===== src/sv/laptmr_pkg.sv =====
// ----------------------------------------------------------------------------
// Lap timer package
// Beat types, time split constants and fold weights.
// ----------------------------------------------------------------------------
package laptmr_pkg;

  localparam int unsigned StampW = 48;
  localparam int unsigned MinW   = 7;
  localparam int unsigned SecW   = 6;
  localparam int unsigned MsW    = 10;

  typedef struct packed {
    logic [StampW-1:0] now_us;
    logic              barrier_event;
    logic [StampW-1:0] event_time_us;
    logic              clear;
  } in_beat_t;

  typedef struct packed {
    logic [MinW-1:0] elapsed_min;
    logic [SecW-1:0] elapsed_sec;
    logic [MsW-1:0]  elapsed_ms;
    logic            lap_valid;
    logic [MinW-1:0] lap_min;
    logic [SecW-1:0] lap_sec;
    logic [MsW-1:0]  lap_ms;
    logic            best_valid;
    logic [MinW-1:0] best_min;
    logic [SecW-1:0] best_sec;
    logic [MsW-1:0]  best_ms;
    logic            running;
  } out_beat_t;

  typedef struct packed {
    logic lap_valid;
    logic best_valid;
    logic running;
  } flag_t;

  // state snapshot stage plus ten split stages
  localparam int unsigned NumStages = 11;
  localparam int unsigned NumLane   = NumStages - 1;

  localparam longint unsigned UsPerS     = 64'd1000000;
  localparam longint unsigned SecPerMin  = 64'd60;
  // 99 minutes in microseconds: the display wraps here
  localparam longint unsigned TimeWrapUs = 64'd5940000000;

  // fold of the timestamp, one byte per partial product
  localparam int unsigned ChunkW = 8;
  localparam int unsigned WrapW  = 33;
  localparam int unsigned PairW  = 42;
  localparam int unsigned SumW   = 44;

  // quotient estimate of the folded sum by the wrap period
  localparam int unsigned     SumShift       = 20;
  localparam int unsigned     SumHiW         = SumW - SumShift;
  localparam int unsigned     RecipWrapShift = 24;
  localparam int unsigned     RecipWrapW     = 12;
  localparam longint unsigned RecipWrap      = (64'd1 << (SumShift + RecipWrapShift)) /
                                               TimeWrapUs;
  localparam int unsigned     ProdWrapW      = SumHiW + RecipWrapW;
  localparam int unsigned     RemW           = WrapW + 1;

  // whole seconds: divide by 64 by shift, then by 15625 by reciprocal
  localparam int unsigned     SecPreShift = 6;
  localparam int unsigned     SecXW       = WrapW - SecPreShift;
  localparam int unsigned     SecShift    = 41;
  localparam int unsigned     RecipSecW   = 28;
  localparam longint unsigned RecipSec    = (64'd1 << SecShift) / (UsPerS >> SecPreShift);
  localparam int unsigned     ProdSecW    = SecXW + RecipSecW;
  localparam int unsigned     QuotW       = 13;
  localparam int unsigned     RemSW       = 21;
  localparam int unsigned     MsRemW      = 20;

  // milliseconds: divide by 8 by shift, then by 125
  localparam int unsigned     MsPreShift = 3;
  localparam int unsigned     MsYW       = MsRemW - MsPreShift;
  localparam int unsigned     MsShift    = 24;
  localparam int unsigned     RecipMsW   = 18;
  localparam longint unsigned RecipMs    = ((64'd1 << MsShift) + 64'd124) / 64'd125;
  localparam int unsigned     ProdMsW    = MsYW + RecipMsW;

  // minutes: divide by 4 by shift, then by 15
  localparam int unsigned     MinPreShift = 2;
  localparam int unsigned     MinZW       = QuotW - MinPreShift;
  localparam int unsigned     MinShift    = 15;
  localparam int unsigned     RecipMinW   = 12;
  localparam longint unsigned RecipMin    = ((64'd1 << MinShift) + 64'd14) / 64'd15;
  localparam int unsigned     ProdMinW    = MinZW + RecipMinW;

  // 2^(8*idx) mod wrap period, evaluated at elaboration
  function automatic longint unsigned fold_weight(input int unsigned idx);
    longint unsigned acc;
    acc = 64'd1;
    for (int unsigned i = 0; i < idx; i++) begin
      acc = (acc << ChunkW) % TimeWrapUs;
    end
    return acc;
  endfunction

endpackage


===== src/sv/laptmr_flow.sv =====
// ----------------------------------------------------------------------------
// Lap timer pipeline flow control
// Per-stage valid bits, stage enables and the flag bits of each beat.
// ----------------------------------------------------------------------------
module laptmr_flow (
  input  logic                             clk_i,
  input  logic                             rst_ni,
  input  logic                             in_valid_i,
  input  logic                             out_stall_i,
  input  laptmr_pkg::flag_t                flags_i,
  output logic [laptmr_pkg::NumStages-1:0] en_o,
  output logic                             in_stall_o,
  output logic                             out_valid_o,
  output laptmr_pkg::flag_t                flags_o
);
  import laptmr_pkg::*;

  logic [NumStages-1:0] v_q, v_in, ready;
  flag_t                flags_q [NumStages];

  // a stage moves when it is empty or the one after it moves
  assign ready[NumStages-1] = ~v_q[NumStages-1] | ~out_stall_i;
  for (genvar k = 0; k < NumStages - 1; k++) begin : g_ready
    assign ready[k] = ~v_q[k] | ready[k+1];
  end

  assign v_in = {v_q[NumStages-2:0], in_valid_i};

  always_ff @(posedge clk_i or negedge rst_ni) begin
    if (!rst_ni) begin
      v_q <= '0;
    end else begin
      v_q <= (v_in & ready) | (v_q & ~ready);
    end
  end

  always_ff @(posedge clk_i) begin
    if (ready[0]) flags_q[0] <= flags_i;
  end

  for (genvar k = 1; k < NumStages; k++) begin : g_flags
    always_ff @(posedge clk_i) begin
      if (ready[k]) flags_q[k] <= flags_q[k-1];
    end
  end

  assign en_o        = ready;
  assign in_stall_o  = ~ready[0];
  assign out_valid_o = v_q[NumStages-1];
  assign flags_o     = flags_q[NumStages-1];

endmodule


===== config.mk =====
export PLATFORM = sky130hd
export DESIGN_NAME = laptmr_flow
export DESIGN_NICKNAME = d
export VERILOG_FILES = /design/src/sv/laptmr_pkg.sv /design/src/sv/laptmr_flow.sv
export SDC_FILE = /design/constraint.sdc
export NUM_CORES = 1
export LEC_CHECK = 0
export BUFFER_PORTS_ARGS = -buffer_cell sky130_fd_sc_hd__buf_2
export CAP_MARGIN = 10
export CORE_ASPECT_RATIO = 1.75
export CORE_MARGIN = 4
export CORE_UTILIZATION = 48
export CTS_CLUSTER_SIZE = 8
export DETAILED_ROUTE_END_ITERATION = 6
export PLACE_DENSITY = 0.72
export SYNTH_ARGS = -nofsm -noshare
export SYNTH_HDL_FRONTEND = slang
export SYNTH_SLANG_ARGS = --single-unit

===== constraint.sdc =====
create_clock -name clk_i -period 1.28 [get_ports clk_i]
set_clock_uncertainty 0.05 [all_clocks]
set_input_delay 0.128 -clock clk_i [delete_from_list [all_inputs] [get_ports clk_i]]
set_output_delay 0.128 -clock clk_i [all_outputs]
set_load 0.01 [all_outputs]

## Yosys cells after proc, flatten, opt, wreduce, memory -nomap -nowiden

Memories as Yosys holds them, arrays and structs flattened.
Index checks and enable logic that the tools add are counted.

| word-level totals | value |
|---|---|
| register bits | 11 |
| latch bits | 0 |
| memory bits (writable) | 33 |
| bits in read-only memories | 0 |
| output and inout port bits | 16 |
| memories | 1 |

| cells by class | value |
|---|---|
| $add $sub $neg | 0 |
| multipliers | 0 |
| div/mod/pow operators | 0 |
| order comparisons | 0 |
| equality and inequality tests | 0 |
| shift-type cells | 0 |
| muxes and demuxes | 22 |
| bitwise logic cells | 28 |
| reduce and logical (&&, ||, !) cells | 0 |

Memory list:

| memory | words | width | rd ports | clocked after Yosys merged registers in | write ports | line | source |
|---|---|---|---|---|---|---|---|
| flags_q | 11 | 3 | 11 | 0 | 11 | laptmr_flow.sv:19 | `flag_t flags_q [NumStages];` |

Operator list:

| operator | number |
|---|---|
| 11-bit bitwise AND | 2 |
| 1-bit two-way mux | 22 |
| 1-bit inverter | 13 |
| 11-bit inverter | 1 |
| 1-bit bitwise OR | 11 |
| 11-bit bitwise OR | 1 |

## Depth between registers and ports, before layout

Gate-level depths: netlist (run 1).

| logic depth | value |
|---|---|
| depth in word-level cells | 15 |
| mapped depth | 4 |
| mapped depth without buffers | 3 |

## Worst setup path after synthesis (run 1)

Ideal clock, no wire load.

| timing path | value |
|---|---|
| kind | register to register |
| start | register (tool-made name) |
| end | memory flags_q[0][0] in the netlist's numbering, enable pin |
| arrival | 1.240 ns |
| path slack | -0.295 ns |
| cell stages (with the launch flop) | 5 |
| period minus slack after synthesis | 1.575 ns |
| path through | dfrtp_1 and4_1 buf_4 inv_4 or3_1 |

RTL lines:

| what | line |
|---|---|
| end: declaration | laptmr_flow.sv:19 |

==> results.cfg, run 1 <==
[outcome]
status = finished with violations
failed_checks = negative setup slack

[placed_design]
place_area_mm2 = 0.00172
portBuffers = 22
place_congestion = 0.736
placed_cells = 136
dp.final_hpwl_mm = 1.77

[setup_path]
crit_family = simple AND/OR/NAND/NOR gates
endpoint_kind = primary output
crit_fanout = 5
cp-start-kind = flip-flop
crit_required_ps = 1100
reg2reg_to = flags_q[6][1]
rr_worst_depth = 7
slowest_stage = dfrtp_1
crit_arrival_ps = 1500
critical_path.endpoint = en_o[3]
path_depth = 3
worst-setup-path-type = flip-flop to primary output
crit_path_max_incr_delay_ps = 410
worst-path-buf-inv = 1
timing.reg2reg.setup_slack_ps = -260
cp_cell_sequence = and4_4 -> nand3_1 -> buf_2

[drt]
antenna_left = 0
wl_per_cell_um = 18.9
drc = 0
dr.pass1.iters = 4
via_per_inst = 5.37
wirelength_mm = 3.27
vias = 929
first_iter_violations = 26

[sta]
fin_setup_tns_ps = -7760
setup_violations = 41
relSlewSlack_pct = 82.0
whs_ps = 160
layout_min_cycle_time_ps = 1680
setup_slack_ps = -399
rsz0062_at_grt = true
min_period_over_period_pct = 131
slew_violations = 0
tightest_slew_ps = 269
hold_violations = 0
max_freq_mhz = 596

[final_layout]
nNetsFinal = 151
area_delta_synth_final_pct = 53.3
design_area_mm2 = 0.00227
fill_cells = 173
final_common_cell = edfxtp_1
diodes = 0
most-common-layout-cells = edfxtp_1, buf_4, buf_6
layout-drive-gt1-share_pct = 56.6
final_cell_count_no_fill = 173

[die]
io_pins = 23
die_x_um = 49.9
initial_utilization_pct = 50.5
fp.coreArea_mm2 = 0.00293
die_y_um = 81.4
num_rows = 26
dieArea_mm2 = 0.00406

[logic_synthesis]
syn_area_mm2 = 0.00148
synthDistinctLibCells = 18
ys_seq_area_share_pct = 85.7
ys_warn_count = 0
syn_nets = 84
syn-instance-count = 77
avgSynthCellArea_um2 = 19.2
ys_ff_latch = 44

[clock_network]
clock_sinks = 44
clk_pin_slew_worst_paths_ps = 80
clk_latency_ps = 290
root_buffer = clkbuf_8
cts_max_level = 2
cts_tree = done
clk_path_buf_depth = 2
cts_inserted_buffers = 5

[global_routing]
grt_start_max_net_pins = 14
grt_usage_pct = 16.9
overflow = 0
grt_pass1_wl_mm = 4.84
antenna_found_initial = 0
grt_pass1_vias = 975

[power]
p_total_mw = 4.09
leakagePower_nw = 0.936
p_per_area_mw_per_mm2 = 1800
peakVddDrop_v = 0.00107

[worst_hold_path]
hold_depth = 3
hold_path.class = input port to flip-flop

[run]
max-cap-violations = 0
==> worst register-to-register path, cell delays in order (launching register included) <==
cell	delay (ps)
dfrtp_1	390
and4_4	190
buf_12	130
buf_4	130
buf_6	120
nand3_4	70
buf_4	110
buf_6	80
==> stage by stage <==
step                util, %  setup slack (ps)
floorplan                 -              -166
global placement       58.7              -132
detailed placement     58.7              -173
CTS                    72.3              -405
global route           77.4              -485
finish                 77.4              -399
==> kinds of logic after synthesis <==
group,Yosys count,share of synthesized area (%)
flip-flops,44,85.7
AO/OA/AOI/OAI,8,4.66
buffers and inverters,6,2.20
AND/OR/NAND/NOR,19,7.45
==> synth_stat cells (all sizes together) <==
| master | number | area [um2] |
|---|---|---|
| and4 | 2 | 17.5 |
| nand4 | 4 | 25.0 |
| or3 | 1 | 6.26 |
| buf | 4 | 22.5 |
| and2 | 1 | 6.26 |
| nand3 | 4 | 20.0 |
| edfxtp | 33 | 991 |
| dfrtp | 11 | 275 |
| a21o | 2 | 15.0 |
| o31ai | 1 | 7.51 |
| nor3 | 1 | 5.00 |
| inv | 2 | 10.0 |
| nand2b | 3 | 18.8 |
| a31o | 3 | 26.3 |
| a41o | 2 | 20.0 |
| nand2 | 3 | 11.3 |
==> layout make-up <==
class / count / area [um2] / area share [%]
Tap cell: 28 / 35.0 / 1.55
Clock inverter: 1 / 30.0 / 1.33
Timing Repair Buffer: 64 / 539 / 23.8
Inverter: 2 / 12.5 / 0.552
Multi-Input combinational cell: 27 / 287 / 12.6
Sequential cell: 44 / 1270 / 55.9
Clock buffer: 7 / 96.3 / 4.25
==> report_power, final <==
group	switching (mW)	total, mW	internal [mW]
clock network	0.422	1.11	0.688
logic	0.451	0.987	0.536
registers	0.121	1.99	1.87
total	0.994	4.09	3.10
==> routing by layer <==
metal  global-route usage [%]  part of all wire (%)  vias to the layer above
met5                        0                     0                        -
li1                         -                     -                      430
met3                     4.95                   4.3                        4
met2                     29.6                    58                       34
met4                     7.76                   1.2                        0
met1                     18.7                    37                      461
==> timing repair <==
| item | 4_1_cts | 5_1_grt |
|---|---|---|
| setup endpoints to repair | 36 | 42 |
| resized for setup | 26 | 11 |
| setup buffers | 10 | 17 |
| hold buffers | 5 | 0 |
| gates cloned | 1 | 0 |
| pin swaps | 3 | 7 |
| endpoints found under the hold margin | 15 | 0 |
==> how the worst min path moves through the flow <==
stage                                       to         from
floorplan           asynchronous set/reset pin       rst_ni
global placement    asynchronous set/reset pin       rst_ni
detailed placement  asynchronous set/reset pin       rst_ni
CTS                                  flip-flop  out_stall_i
global route                         flip-flop  out_stall_i
finish                               flip-flop  out_stall_i
Note: power is estimated with default switching activity, not from simulation.
==> run 2: changes to the inputs <==
--- a/config.mk
+++ b/config.mk
@@ -13,6 +13,8 @@
 export CTS_CLUSTER_SIZE = 8
 export DETAILED_ROUTE_END_ITERATION = 6
 export PLACE_DENSITY = 0.72
+export REMOVE_ABC_BUFFERS = 1
+export SETUP_SLACK_MARGIN = 0.05
 export SYNTH_ARGS = -nofsm -noshare
 export SYNTH_HDL_FRONTEND = slang
 export SYNTH_SLANG_ARGS = --single-unit
==> results.cfg, run 2 (synthesis results as in run 1) <==
[outcome]
status = finished with violations
failed_checks = negative setup slack

[die]
fp.coreArea_mm2 = 0.00293
initial_utilization_pct = 50.5
dieArea_mm2 = 0.00406
num_rows = 26
die_x_um = 49.9
io_pins = 23
die_y_um = 81.4

[drt]
wirelength_mm = 2.57
wl_per_cell_um = 16.1
drc = 0
vias = 851
met2WireLength_mm = 1.42
met3WireLength_um = 166
wirelength_met1_um = 939
top_layer_used = met4
antenna_left = 0
via_per_inst = 5.32
dr.pass1.iters = 4
first_iter_violations = 15

[final_layout]
area_delta_synth_final_pct = 38.3
final_cell_count_no_fill = 160
most-common-layout-cells = edfxtp_1, buf_4, buf_2
final_common_cell = edfxtp_1
nNetsFinal = 138
layout-drive-gt1-share_pct = 52.3
design_area_mm2 = 0.00204
diodes = 0

[power]
pwr-share-comb_pct = 17.0
p_sw_share_pct = 24.4
pwr-share-seq_pct = 53.9
p_total_mw = 3.66
p_per_area_mw_per_mm2 = 1790
clockPowerShare_pct = 29.0
peakVddDrop_v = 0.00114
p_int_mw = 2.77
leakagePower_nw = 0.818
p_sw_mw = 0.892

[placed_design]
placed_cells = 137
portBuffers = 22
place_congestion = 0.701
dp.final_hpwl_mm = 1.68
place_area_mm2 = 0.00171

[sta]
layout_min_cycle_time_ps = 1600
whs_ps = 155
slew_violations = 0
setup_violations = 19
rsz0062_at_grt = true
tightest_slew_ps = 238
relSlewSlack_pct = 84.1
max_freq_mhz = 625
setup_slack_ps = -319
min_period_over_period_pct = 125
hold_violations = 0

[global_routing]
grt_pass1_vias = 946
grt_usage_pct = 15.5
overflow = 0
grt_start_max_net_pins = 16
antenna_found_initial = 0
grt_pass1_wl_mm = 4.51

[setup_path]
rr_worst_depth = 5
timing.reg2reg.setup_slack_ps = -230
worst-setup-path-type = flip-flop to primary output
cp_cell_sequence = and4_4 -> inv_4 -> or3_4 -> buf_6
crit_required_ps = 1100
crit_path_max_incr_delay_ps = 360
crit_arrival_ps = 1420
reg2reg_to = flags_q[0][2]
slowest_stage = dfrtp_1
endpoint_kind = primary output
crit_fanout = 2
cp-start-kind = flip-flop

[clock_network]
cts_max_level = 2
clk_latency_ps = 300
cts_inserted_buffers = 5
root_buffer = clkbuf_8
cts_tree = done
clock_sinks = 44
clk_path_buf_depth = 2
clk_pin_slew_worst_paths_ps = 90

[run]
max-cap-violations = 0

[worst_hold_path]
hold_path.class = input port to asynchronous set/reset pin
run 2: cell count changes in the layout (fill, tap and decap cells not counted), moves of 2 or more:
cell / previous run / this run
clkbuf_8: 7 / 5
buf_4: 28 / 22
nand3_2: 0 / 3
buf_2: 14 / 18
buf_6: 15 / 6
buf_12: 2 / 0
nand3_4: 3 / 1
run 2: final cells by class:
cell class | instances | area, um2
multi-input combinational | 27 | 244
fill | 195 | 885
clock inverter | 3 | 46.3
inverter | 2 | 10.0
tap | 28 | 35.0
timing repair buffer | 51 | 373
clock buffer | 5 | 68.8
sequential | 44 | 1270
run 2: worst max-delay path by stage:
stage	start	to	slack, ps
global route	flip-flop	en_o[2]	-370
floorplan	flip-flop	flags_q[0][0]	-510
detailed placement	flip-flop	en_o[1]	-160
global placement	flip-flop	en_o[0]	-140
finish	flip-flop	en_o[0]	-320
CTS	flip-flop	en_o[0]	-310
run 2: through the flow:
step	utilization [%]	TNS, ps	setup WS [ps]
floorplan	-	-7320	-510
global placement	58.2	-1730	-144
detailed placement	58.2	-2500	-163
CTS	67.9	-3070	-310
global route	69.8	-4970	-372
finish	69.8	-3660	-319
run 2: layer usage:
| metal | GRT usage [%] | up-vias |
|---|---|---|
| met5 | 0 | - |
| met4 | 5.82 | 0 |
| met3 | 6.97 | 6 |
| met2 | 26.5 | 26 |
| met1 | 16.7 | 416 |
| li1 | - | 403 |
run 2: repair_timing:
item                       4_1_cts  5_1_grt
pin swaps                        7        3
resized for setup               17        3
cloned                           0        0
buffers inserted                 6        5
hold buffers                     5        0
hold endpoints to repair        15        0
setup endpoints to repair       38       37
run 2: power groups by stage:
stage	Clock, mW	Sequential [mW]	Combinational, mW
floorplan	0	1.99	0.190
global placement	0	2.00	0.451
detailed placement	0	2.00	0.471
CTS	1.08	1.98	0.584
global route	1.16	2.00	0.680
finish	1.06	1.97	0.623
run 2: critical path: cells and delay by family, from the launching register on:
family / cells / cell delay (ps)
DFF: 1 / 360
buffers and inverters: 2 / 160
and+or+nand+nor: 2 / 600
==> run 3: changes to the inputs <==
--- a/config.mk
+++ b/config.mk
@@ -5,14 +5,14 @@
 export SDC_FILE = /design/constraint.sdc
 export NUM_CORES = 1
 export LEC_CHECK = 0
+export ABC_AREA = 1
 export BUFFER_PORTS_ARGS = -buffer_cell sky130_fd_sc_hd__buf_2
 export CAP_MARGIN = 10
 export CORE_ASPECT_RATIO = 1.75
-export CORE_MARGIN = 4
-export CORE_UTILIZATION = 48
+export CORE_UTILIZATION = 44
 export CTS_CLUSTER_SIZE = 8
 export DETAILED_ROUTE_END_ITERATION = 6
-export PLACE_DENSITY = 0.72
+export PLACE_DENSITY = 0.67
 export REMOVE_ABC_BUFFERS = 1
 export SETUP_SLACK_MARGIN = 0.05
 export SYNTH_ARGS = -nofsm -noshare
==> results.cfg, run 3 <==
[drt]
vias = 770
antenna_left = 0
wirelength_mm = 2.32
wl_per_cell_um = 13.2
dr.pass1.iters = 2
first_iter_violations = 11
via_per_inst = 4.40
drc = 0

[logic_synthesis]
ys_seq_area_share_pct = 86.6
ys_warn_count = 0
syn-instance-count = 78
syn_area_mm2 = 0.00146
ys_ff_latch = 44
synth-async-reset-ratio_pct = 25.0
ys.flop_type = edfxtp_1
synth_top_area_share_pct = 67.8
synth_most_common_cell = edfxtp_1
avgSynthCellArea_um2 = 18.7
synthDistinctLibCells = 10
ys_top_cells_by_count = edfxtp_1, inv_1, nand2_1
synth_edf_count = 33
synth_area_leaders = edfxtp_1, dfrtp_1, inv_1, nand2_1, nand4_4
yosysTopAreaCell = edfxtp_1

[setup_path]
crit_required_ps = 1100
worst-setup-path-type = flip-flop to primary output
crit_arrival_ps = 1540
crit_fanout = 5
critical_path.endpoint = en_o[5]
reg2reg_to = flags_q[1][0]
cp-start-kind = flip-flop
timing.reg2reg.setup_slack_ps = -330
endpoint_kind = primary output
rr_worst_depth = 7

[final_layout]
nNetsFinal = 138
final_cell_count_no_fill = 175
fill_cells = 232
multiInputGateArea_um2 = 189
final_common_cell = edfxtp_1
layout-drive-gt1-share_pct = 45.5
seqCellArea_mm2 = 0.00127
most-common-layout-cells = edfxtp_1, buf_2, buf_4
diodes = 0
area_delta_synth_final_pct = 37.5

[clock_network]
root_buffer = clkbuf_8
clock_sinks = 44
clk_pin_slew_worst_paths_ps = 80
clk_latency_ps = 290
clk_path_buf_depth = 2
cts_tree = done
cts_max_level = 2
cts_inserted_buffers = 5

[die]
die_y_um = 78.2
initial_utilization_pct = 46.5
num_rows = 27
die_x_um = 45.6
io_pins = 23
dieArea_mm2 = 0.00357
fp.coreArea_mm2 = 0.00314

[global_routing]
antenna_found_initial = 0
overflow = 0
grt_start_max_net_pins = 15
grt_pass1_wl_mm = 3.63
grt_pass1_vias = 795
grt_usage_pct = 15.1

[sta]
max_freq_mhz = 582
min_period_over_period_pct = 134
layout_min_cycle_time_ps = 1720
tightest_slew_ps = 253
rsz0062_at_grt = true
slew_violations = 0
setup_slack_ps = -438
whs_ps = 201
setup_violations = 34
relSlewSlack_pct = 83.1
hold_violations = 0

[outcome]
failed_checks = negative setup slack
status = finished with violations

[power]
peakVddDrop_v = 0.00129
p_total_mw = 3.91
leakagePower_nw = 0.847
p_per_area_mw_per_mm2 = 1950

[placed_design]
placed_cells = 151
dp.final_hpwl_mm = 1.53
portBuffers = 22
place_congestion = 0.726

[worst_hold_path]
hold_path.class = input port to flip-flop

[run]
max-cap-violations = 0
-- run 3: changes by cell type after synthesis, moves of 3 or more --
cell,previous run,this run
a31o_2,3,0
nand2b_1,3,0
buf_2,3,0
nand4_1,4,0
nand2_1,3,12
inv_1,1,12
-- run 3: through the flow --
stage	utilization, %	area, um2	setup TNS (ps)	worst slack (ps)
2_1_floorplan	-	1460	-6680	-418
3_3_place_gp	53.6	1690	-1340	-136
3_5_place_dp	53.6	1690	-2140	-189
4_1_cts	61.2	1920	-6530	-478
5_1_grt	64.0	2010	-9430	-545
6_report	64.0	2010	-6760	-438
-- run 3: layer usage --
metal | track usage, % | routed length [um] | vias up
met1 | 17.0 | 869 | 368
met5 | 0 | 0 | -
li1 | - | - | 376
met4 | 9.09 | 52 | 0
met2 | 24.0 | 1280 | 21
met3 | 4.37 | 118 | 5
-- run 3: worst max-delay path: stages (launching register included) --
cell and delay, ps:
dfrtp_1 400, nand4_4 130, nor2_4 120, buf_4 120
buf_6 100, nand3_1 180, buf_2 210
-- run 3: kinds of logic after synthesis --
group | Yosys count | share of synthesized area (%)
buffers and inverters | 12 | 3.08
DFF | 44 | 86.6
and+or+nand+nor | 22 | 10.3
-- run 3: area by class of cell --
class / count / share of cell area [%]
repair buffers: 46 / 17.0
multi-input cells: 22 / 9.40
flip-flops and latches: 44 / 63.0
clock buffers: 5 / 3.42
clock inverters: 3 / 2.12
well taps: 43 / 2.68
inverters: 12 / 2.37
-- run 3: what timing repair did --
item                                    in CTS  in global routing
hold buffers                                 5                  0
resized for setup                            9                  9
endpoints found under the hold margin       15                  0
buffers inserted                             4                  8
endpoints found under the setup margin      34                 43
pin swaps                                    2                  3
-- run 3: where the power goes --
part           total, mW  switching [mW]  internal [mW]
clock network       1.01           0.437          0.577
registers           2.24           0.177           2.06
logic              0.657           0.353          0.304
-- run 3: worst min-delay path by stage --
stage                      from                    endpoint  slack, ps  cells past startpoint
floorplan                rst_ni  asynchronous set/reset pin       -220                      0
global placement         rst_ni  asynchronous set/reset pin        -40                      1
detailed placement       rst_ni  asynchronous set/reset pin        -40                      1
CTS                      rst_ni  asynchronous set/reset pin        170                      2
global route        out_stall_i                   flip-flop        230                      4
finish              out_stall_i                   flip-flop        200                      3
