--- config.mk ---
export PLATFORM = sky130hd
export DESIGN_NAME = laptmr_state
export DESIGN_NICKNAME = d
export VERILOG_FILES = /design/src/sv/laptmr_pkg.sv /design/src/sv/laptmr_state.sv
export SDC_FILE = /design/constraint.sdc
export NUM_CORES = 1
export LEC_CHECK = 0
export ABC_AREA = 1
export BUFFER_PORTS_ARGS = -buffer_cell sky130_fd_sc_hd__clkbuf_2
export CAP_MARGIN = 30
export CORE_MARGIN = 1.5
export CORE_UTILIZATION = 25
export DETAILED_ROUTE_END_ITERATION = 10
export GPL_TIMING_DRIVEN = 0
export PLACE_DENSITY = 0.45
export SLEW_MARGIN = 20
export SYNTH_ARGS = -nofsm -noshare
export SYNTH_HDL_FRONTEND = slang
export SYNTH_SLANG_ARGS = --single-unit
--- constraint.sdc ---
create_clock -name clk_i -period 7.25 [get_ports clk_i]
set_input_delay 0 -clock clk_i [delete_from_list [all_inputs] [get_ports clk_i]]
set_output_delay 0 -clock clk_i [all_outputs]
set_load 0.02 [all_outputs]
--- src/sv/laptmr_pkg.sv ---
// ----------------------------------------------------------------------------
// Lap timer package
// Beat types, time split constants and fold weights.
// ----------------------------------------------------------------------------
package laptmr_pkg;

  localparam int unsigned StampW = 48;
  localparam int unsigned MinW   = 7;
  localparam int unsigned SecW   = 6;
  localparam int unsigned MsW    = 10;

  typedef struct packed {
    logic [StampW-1:0] now_us;
    logic              barrier_event;
    logic [StampW-1:0] event_time_us;
    logic              clear;
  } in_beat_t;

  typedef struct packed {
    logic [MinW-1:0] elapsed_min;
    logic [SecW-1:0] elapsed_sec;
    logic [MsW-1:0]  elapsed_ms;
    logic            lap_valid;
    logic [MinW-1:0] lap_min;
    logic [SecW-1:0] lap_sec;
    logic [MsW-1:0]  lap_ms;
    logic            best_valid;
    logic [MinW-1:0] best_min;
    logic [SecW-1:0] best_sec;
    logic [MsW-1:0]  best_ms;
    logic            running;
  } out_beat_t;

  typedef struct packed {
    logic lap_valid;
    logic best_valid;
    logic running;
  } flag_t;

  // state snapshot stage plus ten split stages
  localparam int unsigned NumStages = 11;
  localparam int unsigned NumLane   = NumStages - 1;

  localparam longint unsigned UsPerS     = 64'd1000000;
  localparam longint unsigned SecPerMin  = 64'd60;
  // 99 minutes in microseconds: the display wraps here
  localparam longint unsigned TimeWrapUs = 64'd5940000000;

  // fold of the timestamp, one byte per partial product
  localparam int unsigned ChunkW = 8;
  localparam int unsigned WrapW  = 33;
  localparam int unsigned PairW  = 42;
  localparam int unsigned SumW   = 44;

  // quotient estimate of the folded sum by the wrap period
  localparam int unsigned     SumShift       = 20;
  localparam int unsigned     SumHiW         = SumW - SumShift;
  localparam int unsigned     RecipWrapShift = 24;
  localparam int unsigned     RecipWrapW     = 12;
  localparam longint unsigned RecipWrap      = (64'd1 << (SumShift + RecipWrapShift)) /
                                               TimeWrapUs;
  localparam int unsigned     ProdWrapW      = SumHiW + RecipWrapW;
  localparam int unsigned     RemW           = WrapW + 1;

  // whole seconds: divide by 64 by shift, then by 15625 by reciprocal
  localparam int unsigned     SecPreShift = 6;
  localparam int unsigned     SecXW       = WrapW - SecPreShift;
  localparam int unsigned     SecShift    = 41;
  localparam int unsigned     RecipSecW   = 28;
  localparam longint unsigned RecipSec    = (64'd1 << SecShift) / (UsPerS >> SecPreShift);
  localparam int unsigned     ProdSecW    = SecXW + RecipSecW;
  localparam int unsigned     QuotW       = 13;
  localparam int unsigned     RemSW       = 21;
  localparam int unsigned     MsRemW      = 20;

  // milliseconds: divide by 8 by shift, then by 125
  localparam int unsigned     MsPreShift = 3;
  localparam int unsigned     MsYW       = MsRemW - MsPreShift;
  localparam int unsigned     MsShift    = 24;
  localparam int unsigned     RecipMsW   = 18;
  localparam longint unsigned RecipMs    = ((64'd1 << MsShift) + 64'd124) / 64'd125;
  localparam int unsigned     ProdMsW    = MsYW + RecipMsW;

  // minutes: divide by 4 by shift, then by 15
  localparam int unsigned     MinPreShift = 2;
  localparam int unsigned     MinZW       = QuotW - MinPreShift;
  localparam int unsigned     MinShift    = 15;
  localparam int unsigned     RecipMinW   = 12;
  localparam longint unsigned RecipMin    = ((64'd1 << MinShift) + 64'd14) / 64'd15;
  localparam int unsigned     ProdMinW    = MinZW + RecipMinW;

  // 2^(8*idx) mod wrap period, evaluated at elaboration
  function automatic longint unsigned fold_weight(input int unsigned idx);
    longint unsigned acc;
    acc = 64'd1;
    for (int unsigned i = 0; i < idx; i++) begin
      acc = (acc << ChunkW) % TimeWrapUs;
    end
    return acc;
  endfunction

endpackage

--- src/sv/laptmr_state.sv ---
// ----------------------------------------------------------------------------
// Lap timer state update
// Clear, elapsed, lap and best-lap update per poll, plus time snapshot.
// ----------------------------------------------------------------------------
module laptmr_state #(
  parameter int unsigned TimeBits = 48
) (
  input  logic                 clk_i,
  input  logic                 rst_ni,
  input  logic                 accept_i,
  input  logic                 load_i,
  input  laptmr_pkg::in_beat_t beat_i,
  output logic [TimeBits-1:0]  t_elapsed_o,
  output logic [TimeBits-1:0]  t_lap_o,
  output logic [TimeBits-1:0]  t_best_o,
  output laptmr_pkg::flag_t    flags_o
);
  import laptmr_pkg::*;

  logic                active_q, active_d, active_c;
  logic                burst_q, burst_d, burst_c;
  logic                lap_ok_q, lap_ok_d, lap_ok_c;
  logic                best_ok_q, best_ok_d, best_ok_c;
  logic [TimeBits-1:0] start_q, start_d;
  logic [TimeBits-1:0] elapsed_q, elapsed_d, elapsed_c;
  logic [TimeBits-1:0] lap_q, lap_d, lap_c;
  logic [TimeBits-1:0] best_q, best_d, best_c;
  logic [TimeBits-1:0] now_t, edge_t, lap_new;

  always_comb begin
    now_t   = TimeBits'(beat_i.now_us);
    edge_t  = TimeBits'(beat_i.event_time_us);
    lap_new = edge_t - start_q;

    // clear acts first
    active_c  = active_q  & ~beat_i.clear;
    burst_c   = burst_q   & ~beat_i.clear;
    lap_ok_c  = lap_ok_q  & ~beat_i.clear;
    best_ok_c = best_ok_q & ~beat_i.clear;
    elapsed_c = beat_i.clear ? '0 : elapsed_q;
    lap_c     = beat_i.clear ? '0 : lap_q;
    best_c    = beat_i.clear ? '0 : best_q;

    active_d  = active_c;
    burst_d   = burst_c;
    lap_ok_d  = lap_ok_c;
    best_ok_d = best_ok_c;
    start_d   = start_q;
    lap_d     = lap_c;
    best_d    = best_c;
    elapsed_d = active_c ? (now_t - start_q) : elapsed_c;

    if (beat_i.barrier_event) begin
      if (!burst_c) begin
        burst_d = 1'b1;
        if (active_c) begin
          lap_d    = lap_new;
          lap_ok_d = 1'b1;
          if (!best_ok_c || (lap_new < best_c)) begin
            best_d    = lap_new;
            best_ok_d = 1'b1;
          end
        end
        start_d  = edge_t;
        active_d = 1'b1;
      end
    end else begin
      burst_d = 1'b0;
    end
  end

  always_ff @(posedge clk_i or negedge rst_ni) begin
    if (!rst_ni) begin
      active_q  <= 1'b0;
      burst_q   <= 1'b0;
      lap_ok_q  <= 1'b0;
      best_ok_q <= 1'b0;
      start_q   <= '0;
      elapsed_q <= '0;
      lap_q     <= '0;
      best_q    <= '0;
    end else if (accept_i) begin
      active_q  <= active_d;
      burst_q   <= burst_d;
      lap_ok_q  <= lap_ok_d;
      best_ok_q <= best_ok_d;
      start_q   <= start_d;
      elapsed_q <= elapsed_d;
      lap_q     <= lap_d;
      best_q    <= best_d;
    end
  end

  // snapshot for the split lanes; missing lap or best shows as zero
  always_ff @(posedge clk_i) begin
    if (load_i) begin
      t_elapsed_o <= elapsed_d;
      t_lap_o     <= lap_ok_d ? lap_d : '0;
      t_best_o    <= best_ok_d ? best_d : '0;
    end
  end

  assign flags_o = '{lap_valid: lap_ok_d, best_valid: best_ok_d, running: active_d};

endmodule

### After elaboration in Yosys (flattened, before gate mapping)

Index checks and enable logic that the tools add are counted.

* word-level logic and storage cells: 44
* output and inout port bits: 147
* register bits: 340
* input bits: 102

* multiplexer cells: 21
* magnitude comparators: 1
* reduce and logical (&&, ||, !) cells: 3
* add/sub/neg operators: 2
* bitwise logic cells: 6

Operators by type and width (number)
* $mux 48: 11
* $sub 48x48->48: 2
* $lt 48x48->1: 1
* $mux 1: 10
* $and 1x1->1: 4
* $reduce_and 3->1: 1
* $not 1->1: 2
* $logic_not 1->1: 1
* $logic_or 1x1->1: 1

### Longest topological paths before layout

Gate-level depths: netlist of run 1.

* word-level depth: 8
* gate-level depth with buffers: 35
* mapped depth without buffers: 34

### Worst setup path before layout of run 1

OpenSTA, ideal clock, no wires.

* kind: register to register
* start: register start_q[0]
* end: register t_best_o[31], data pin
* data required time: 6.995 ns
* setup time: 0.255 ns
* arrival time: 3.381 ns
* slack: 3.614 ns
* clock period less this slack: 3.636 ns
* stages on the path, launching flop included: 30
* buffers on the path: 1
* path through: dfrtp_1 > ha_1 > inv_1 > fa_1 > nand3_1 > nand2_1 > nand2_1 > nand2_1 > nand3_1 > nand2_1 > nand2_1 > nand2_1 > nand2_1 > nand3b_1 > nand2_1 > inv_1 > ha_1 > nand2_1 > nor3_1 > nand2_1 > nor3b_2 > nand2_2 > nand2_4 > nand2_8 > nand2_8 > buf_8 > nand2_1 > nand3_1 > o21ai_1 > and2_1

* longest elaborated chain between the ends: 7
* elaborated cells on any way between the ends: 11
* those cells by class: add/sub: 1; order compare: 1; mux: 8; reduce/logical: 1

RTL lines
* from (decl): line laptmr_state.sv:24 `logic [TimeBits-1:0] start_q, start_d;`
* from (signal assigned): line laptmr_state.sv:87 `start_q <= start_d;`
* $sub 48x48->48 *: line laptmr_state.sv:33 `lap_new = edge_t - start_q;`
* $lt 48x48->1: line laptmr_state.sv:59 `if (!best_ok_c || (lap_new < best_c)) begin`
* $logic_or 1x1->1: line laptmr_state.sv:59
* $mux 48 or $mux 1 (tied branches): line laptmr_state.sv:59
* $mux 48 or $mux 1 (tied branches): line laptmr_state.sv:56 `if (active_c) begin`
* $mux 48 or $mux 1 (tied branches): line laptmr_state.sv:54 `if (!burst_c) begin`
* $mux 48 or $mux 1 (tied branches): line laptmr_state.sv:53 `if (beat_i.barrier_event) begin`
* to (signal assigned): line laptmr_state.sv:99 `t_best_o <= best_ok_d ? best_d : '0;`
* to (decl): line laptmr_state.sv:15 `output logic [TimeBits-1:0] t_best_o,`

Every way passes the cells marked *; elsewhere a longest branch is shown, timed or not.
A chain may end at the register's enable or synchronous reset.

### Worst setup path after layout of run 1

* start: register start_q[0]
* end: register t_best_o[13], data pin

Same word-level chain as after synthesis.

==> results.md, run 1 <==
* CP top delay family: simple AND/OR/NAND/NOR gates
* CTS tree: done
* Final core utilization at 0.307
* Fmax at 0.187 GHz
* Total gr overflow at 0
* Most frequent cells in the layout: nand2_1, inv_1, nor2_1
* Worst-case clock skew at 0.0201 ns
* Synthesized area at around 23000 sq um
* All-Layer GR Usage at 0.202
* Initial antenna violation count at 20
* Synthesized instance count at 3266
* Proportion of layout cells with a drive suffix above 1 at 0.105
* CP Launch Type: flop
* Initial core utilization at 0.252
* Crit path capture type: flop
* Largest net degree at the start of global routing at 81
* Initial DRC count at 1785
* Gpl congestion at roughly 0.99
* Clock tree root driver cell: clkbuf_16
* RSZ-0062 raised after global routing: false
* Worst r2r src: start_q[0]$_DFFE_PN0P_
* Relative slew slack at 0.314
* Post-synthesis register bit count at 340
* Area grow syn2layout at 21.7%
* Clk pin slew, worst setup/hold paths at 0.07 ns
* WP data arrival at 5.64 ns
* Slew Limit Fails at 0
* Power Dens Cells at 264 nW/um^2
* Combinational fraction of design power at 0.379
* Setup TNS at 0 ns
* DR vias/cell at between 4 and 5
* Seq pwr share at 0.315
* Status: completed
* Peak per-stage delay on the critical path at approximately 0.66 ns
* H-tree levels at 2
* First-pass GRT wire length at 141000 um
* Worst Hold Class: primary input to flop
* Cell depth of the worst setup path at 28
* Vias in the first global route at between 20000 and 25000
* CP Launch Point: start_q[0]$_DFFE_PN0P_
* Final nets at a little under 4000
* # Post-CTS Setup Buffers at 0
* # IOs at 249
* Latest clock arrival within the worst-skew pair at 0.60 ns
* Ys flop type: dfrtp_1
* Slew @ Worst Pin at 1.03 ns
* Core Region at between 90000 and 100000 sq um
* RR Endpoint: t_best_o[13]$_SDFFCE_PN0P_
* Clk sinks at 340
* Mapped Avg Cell Area at a little over 7 sq um
* Routed WL at 96800 um
* Die ar. at about 95000 sq um
* Via Count at 22800
* Switching share of power at 0.403
* CTS Buf Count at 42
* Cell Int Power at 4.44 mW
* Post-route cell area at between 20000 and 30000 sq um
* Slowest-stage cell, CP: xnor2_1
* Tmin final at around 5.3 ns
* Die Width at a little over 300 um
* Final Hold Violating Endpoints at 0
* Most used cell, CP: nand2_1
* R2R cell count at 28
* Crit share post-route at 0.738
* Buf/Inv on CP at 3
* DRC at 0
* Pre-antenna DRT Iters at 5
* Synth Net Count at 3511
* WS Path Type: flop to flop
* Most common cell after layout, fill and taps aside: nand2_1
* Number of synthesized flops with an enable pin at 144
* Max-Cap Viols at 0
* Antenna Violating Nets Remaining at 0
* Port buffer count at between 200 and 250
* Setup violators final at 0
* Worst reg2reg setup slack at 1.90 ns
* Routed WL per cell at 19.7 um
* Clock Path Buffers at 3
* Dpl cell area at ~26000 sq um
* Post-synth cell types at between 50 and 60
* Worst setup endpoint: t_best_o[13]$_SDFFCE_PN0P_
* YS warnings at 0
* Crit-path max FO at 10
* Seq/Total Area, Yosys at 0.398
* FP Rows at between 100 and 150
* Chip height at 307 um
* Worst VDD drop at 0.125 mV
* WP data required at 7.54 ns
* LEAKAGE at approximately 14 nW
* DP Wirelength at a little under 80000 um
* Clk pwr share at 0.306
* Async set-reset flop share out of synthesis at 0.576
* Sw power at 3.00 mW
[synthesized netlist by cell type (3+ instances only)]
cell type	count	share of area
o21a_1	7	0.0023
dfrtp_1	196	0.21
inv_1	508	0.082
nand2_1	945	0.15
nand2_2	7	0.0019
xor2_1	22	0.0083
ha_1	141	0.076
nor2_1	336	0.054
a21boi_0	4	0.0013
nand3b_1	11	0.0036
and2_1	9	0.0024
nor4_1	3	0.00081
a21o_1	8	0.0026
o21bai_1	14	0.0045
xnor2_1	11	0.0042
clkbuf_1	63	0.010
o21ai_2	4	0.0015
edfxtp_1	144	0.19
buf_4	3	0.00097
a21oi_1	222	0.048
nand3_1	163	0.035
o22ai_1	46	0.012
a31oi_1	12	0.0032
buf_1	15	0.0024
buf_6	6	0.0029
o21ai_0	241	0.052
buf_2	12	0.0026
nand4_1	24	0.0065
o21ai_1	35	0.0076
nor3_1	22	0.0048
inv_2	4	0.00065
[worst min-delay path: stages]
cell and delay [ns]:
clkbuf_2 0.08, inv_1 0.09, ha_1 0.14, o22ai_1 0.11, nand2_1 0.07, o21ai_0 0.07
[repair_timing]
| item | in CTS | in global routing |
|---|---|---|
| hold endpoints to repair | 256 | 0 |
| hold buffers | 54 | 0 |
| gates resized for setup | 0 | 0 |
[sequential cells by signal (all words and copies together), names as in the netlist]
register,count
elapsed_q,48
burst_q,1
best_ok_q,1
best_q,48
active_q,1
t_elapsed_o,48
start_q,48
lap_ok_q,1
t_lap_o,48
lap_q,48
t_best_o,48
[power by group through the flow]
stage | Combinational, mW | Sequential (mW) | Clock, mW
finish | 2.82 | 2.34 | 2.28
global route | 3.15 | 2.36 | 2.41
global placement | 2.75 | 2.38 | 0
detailed placement | 2.76 | 2.38 | 0
CTS | 2.81 | 2.34 | 2.34
floorplan | 1.67 | 2.44 | 0
[per-stage QoR]
step	power [mW]	hold slack, ns	setup slack, ns	instances
after floorplan	4.11	-0.296	3.61	3266
after global placement	5.13	0.278	1.66	4756
after detailed placement	5.14	0.0415	1.98	4763
after CTS	7.50	0.00562	1.97	4895
after global routing	7.92	0.0536	1.62	4904
final	7.44	0.0169	1.90	4910
[routing by layer]
layer / global-route usage / up-vias / wire length [um]
met5: 0 / - / 75
met4: 0.0544 / 12 / 2280
met3: 0.0366 / 106 / 5870
met2: 0.320 / 667 / 43000
met1: 0.281 / 10700 / 45500
li1: - / 11200 / -
[cells by family after synthesis]
family          synth area share
simple gates               0.269
buf+inv                    0.103
compound gates             0.138
flops                      0.398
fa+ha+maj                 0.0778
xor+xnor                  0.0132
mux                     0.000486
[layout make-up]
type | instances | area [sq um]
diodes | 13 | 32.5
clock inverters | 27 | 327
repair buffers | 310 | 1960
fillers | 10100 | 63600
plain buffers | 100 | 460
clock buffers | 51 | 1150
inverters | 514 | 1930
flip-flops and latches | 340 | 9230
well taps | 1243 | 1560
multi-input cells | 2312 | 11600
[how the worst min path moves through the flow]
stage          startpoint                         to  depth (start not counted)
2_1_floorplan      rst_ni       active_q$_DFFE_PN0P_                          0
3_5_place_dp       rst_ni  elapsed_q[30]$_DFFE_PN0P_                          1
6_report       beat_i[50]   elapsed_q[0]$_DFFE_PN0P_                          6
3_3_place_gp    beat_i[9]     start_q[8]$_DFFE_PN0P_                          3
5_1_grt        beat_i[50]   t_elapsed_o[0]$_DFFE_PP_                          4
4_1_cts        beat_i[50]   elapsed_q[0]$_DFFE_PN0P_                          6
(Power assumes the default switching activity.)
==> inputs of run 2 (changes only) <==
- PLACE_DENSITY: 0.45 -> 0.46
- clock period: 7.25 -> 4.8 ns (I/O delays scaled with it)
==> run 2 against run 1 <==
Against the previous run: global-route usage barely moved; combinational power rose by 60%; clock skew fell by 0.0054 ns; design area rose by 1.9%; core utilization rose by 0.58 points; cell count barely moved; setup slack got worse by 1.7 ns; critical endpoint is now t_best_o[37]$_SDFFCE_PN0P_.
==> results.md, run 2 (synthesized netlist as in run 1, its figures left out) <==
* All-Layer GR Usage at 0.202 (about the same)
* Tmin final at 4.57 ns (was 5.35 ns)
* Fmax at 0.219 GHz (was 0.187 GHz)
* DR vias/cell at 4.65 (was 4.64)
* GR peak layer: met2 (unchanged)
* Worst Hold Class: primary input to async pin (was primary input to flop)
* Clk pwr share at 0.285 (was 0.306)
* Worst VDD drop at 0.197 mV (was 0.125 mV)
* Largest net degree at the start of global routing at 81 (unchanged)
* Initial core utilization at 0.252 (unchanged)
* WP data arrival at 4.97 ns (was 5.64 ns)
* Port buffer count at 247 (unchanged)
* Crit share post-route at 0.952 (was 0.738)
* Seq pwr share at 0.314 (was 0.315)
* Max-Cap Viols at 0 (unchanged)
* Initial antenna violation count at 9 (was 20)
* Routed WL per cell at 19.8 um (was 19.7 um)
* Combinational fraction of design power at 0.400 (was 0.379)
* Gpl congestion at 0.913 (was 0.989)
* Cell Int Power at 6.67 mW (was 4.44 mW)
* CTS Buf Count at 42 (unchanged)
* CTS tree: done (unchanged)
* WP data required at 5.20 ns (was 7.54 ns)
* FILL cells at 10100 (about the same)
* Switching share of power at 0.407 (was 0.403)
* Slew @ Worst Pin at 1.01 ns (was 1.03 ns)
* Worst-case clock skew at 0.0147 ns (was 0.0201 ns)
* Final Hold Violating Endpoints at 0 (unchanged)
* Crit path capture type: flop (unchanged)
* First-pass GRT wire length at 142000 um (was 141000 um)
* Proportion of layout cells with a drive suffix above 1 at 0.137 (was 0.105)
* Met3 Usage GRT at 0.0325 (was 0.0366)
* H-tree levels at 2 (unchanged)
* DRC at 0 (unchanged)
* DP Wirelength at 79100 um (was 78500 um)
* Final non-filler cell total at 4908 (was 4910)
* Clk pin slew, worst setup/hold paths at 0.06 ns (was 0.07 ns)
* Relative slew slack at 0.326 (was 0.314)
* Die Width at 307 um (unchanged)
* Clk sinks at 340 (unchanged)
* Antenna Violating Nets Remaining at 0 (unchanged)
* CP Launch Point: start_q[8]$_DFFE_PN0P_ (was start_q[0]$_DFFE_PN0P_)
* Worst r2r src: start_q[8]$_DFFE_PN0P_ (was start_q[0]$_DFFE_PN0P_)
* Core Region at 91800 sq um (unchanged)
* Setup WS pre-CTS at -0.544 ns (was 1.98 ns)
* Chip height at 307 um (unchanged)
* Routed WL at 97400 um (was 96800 um)
* Most frequent cells in the layout: nand2_1, inv_1, nor2_1 (unchanged)
* WS Path Type: flop to flop (unchanged)
* Via Count at 22800 (about the same)
* LEAKAGE at 13.6 nW (was 13.5 nW)
* Final Worst Setup Slack at 0.229 ns (was 1.90 ns)
* Initial DRC count at 1758 (was 1785)
* Clock tree root driver cell: clkbuf_16 (unchanged)
* Final core utilization at 0.313 (was 0.307)
* Vias in the first global route at 21400 (was 21800)
* M1 GR Usage at 0.288 (was 0.281)
* Slew Limit Fails at 0 (unchanged)
* Setup violators final at 0 (unchanged)
* Most common cell after layout, fill and taps aside: nand2_1 (unchanged)
* Die ar. at 94600 sq um (unchanged)
* Pre-antenna DRT Iters at 5 (unchanged)
* Power Dens Cells at 392 nW/um^2 (was 264 nW/um^2)
* Final nets at 3874 (was 3865)
* Crit-path max FO at 11 (was 10)
* Met2 GRT Util at 0.323 (was 0.320)
* Area grow syn2layout at 23.9% (was 21.7%)
* FP Rows at 111 (unchanged)
* Total gr overflow at 0 (unchanged)
* Latest clock arrival within the worst-skew pair at 0.58 ns (was 0.60 ns)
* # IOs at 249 (unchanged)
* Status: completed (unchanged)
* Sw power at 4.58 mW (was 3.00 mW)
* CP Launch Type: flop (unchanged)
* Clock Path Buffers at 3 (unchanged)
* Placed Cells incl. Taps at 4762 (was 4763)
run 2: power by group through the flow:
| stage | Clock, mW | Sequential (mW) | Combinational [mW] |
|---|---|---|---|
| 5_1_grt | 3.42 | 3.57 | 4.97 |
| 4_1_cts | 3.30 | 3.54 | 4.29 |
| 3_5_place_dp | 0 | 3.59 | 4.19 |
| 6_report | 3.21 | 3.53 | 4.51 |
| 3_3_place_gp | 0 | 3.60 | 4.17 |
| 2_1_floorplan | 0 | 3.68 | 2.53 |
run 2: critical path, cell delays in order, from the launching register on:
cell,delay [ns]
dfrtp_1,0.35
inv_1,0.18
ha_2,0.36
nand2_1,0.13
inv_1,0.09
a21oi_4,0.18
nor2_1,0.07
nor2_1,0.18
o21ai_4,0.13
nand2_1,0.12
nand4_1,0.10
nand2_1,0.12
inv_1,0.09
ha_1,0.30
nand2_1,0.06
nor2_1,0.14
nor3b_4,0.25
nand2_2,0.14
nor3b_4,0.22
nand2_2,0.09
nand2_4,0.10
nand2_8,0.13
nand2_8,0.15
clkinvlp_4,0.24
nand2_1,0.13
nand3_1,0.09
a21oi_1,0.22
run 2: layer usage:
metal  part of all wire  up-vias
li1                   -    11300
met4              0.017       12
met2               0.45      637
met5            0.00072        -
met3              0.060       84
met1               0.47    10900
run 2: layout make-up:
cell class                      instances  area, sq um  share of cell area
Antenna cell                            3         7.51            0.000261
Buffer                                100          460              0.0160
Clock buffer                           56         1160              0.0405
Clock inverter                         21          201             0.00701
Inverter                              514         1930              0.0673
Multi-Input combinational cell       2313        12200               0.423
Sequential cell                       340         9230               0.321
Tap cell                             1243         1560              0.0541
Timing Repair Buffer                  318         2010              0.0700
run 2: final timing paths:
path,end,slack (ns),cells past startpoint
max reg2reg,t_best_o[37]$_SDFFCE_PN0P_,0.23,26
min in group clk_i,elapsed_q[1]$_DFFE_PN0P_,0.05,6
max in group asynchronous,lap_q[23]$_DFFE_PN0P_,4.31,3
min,start_q[35]$_DFFE_PN0P_,0.04,3
min reg2reg,best_q[45]$_DFFE_PN0P_,0.48,2
max,t_best_o[37]$_SDFFCE_PN0P_,0.23,26
run 2: through the flow:
| stage | power (mW) | hold WS (ns) | instance area (sq um) | TNS, ns |
|---|---|---|---|---|
| floorplan | 6.21 | -0.296 | 23200 | 0 |
| CTS | 11.1 | 0.0310 | 28100 | 0 |
| global route | 12.0 | 0.0478 | 28700 | -0.0158 |
| finish | 11.3 | 0.0420 | 28700 | 0 |
| global placement | 7.77 | 0.280 | 26000 | -179.59 |
| detailed placement | 7.78 | 0.00279 | 26100 | -32.25 |
run 2: what timing repair did:
action	CTS	global route
gates cloned	0	1
endpoints found under the setup margin	96	96
buffers inserted	1	10
resized for setup	15	135
pin swaps	2	8
hold buffers	54	0
hold endpoints to repair	261	0
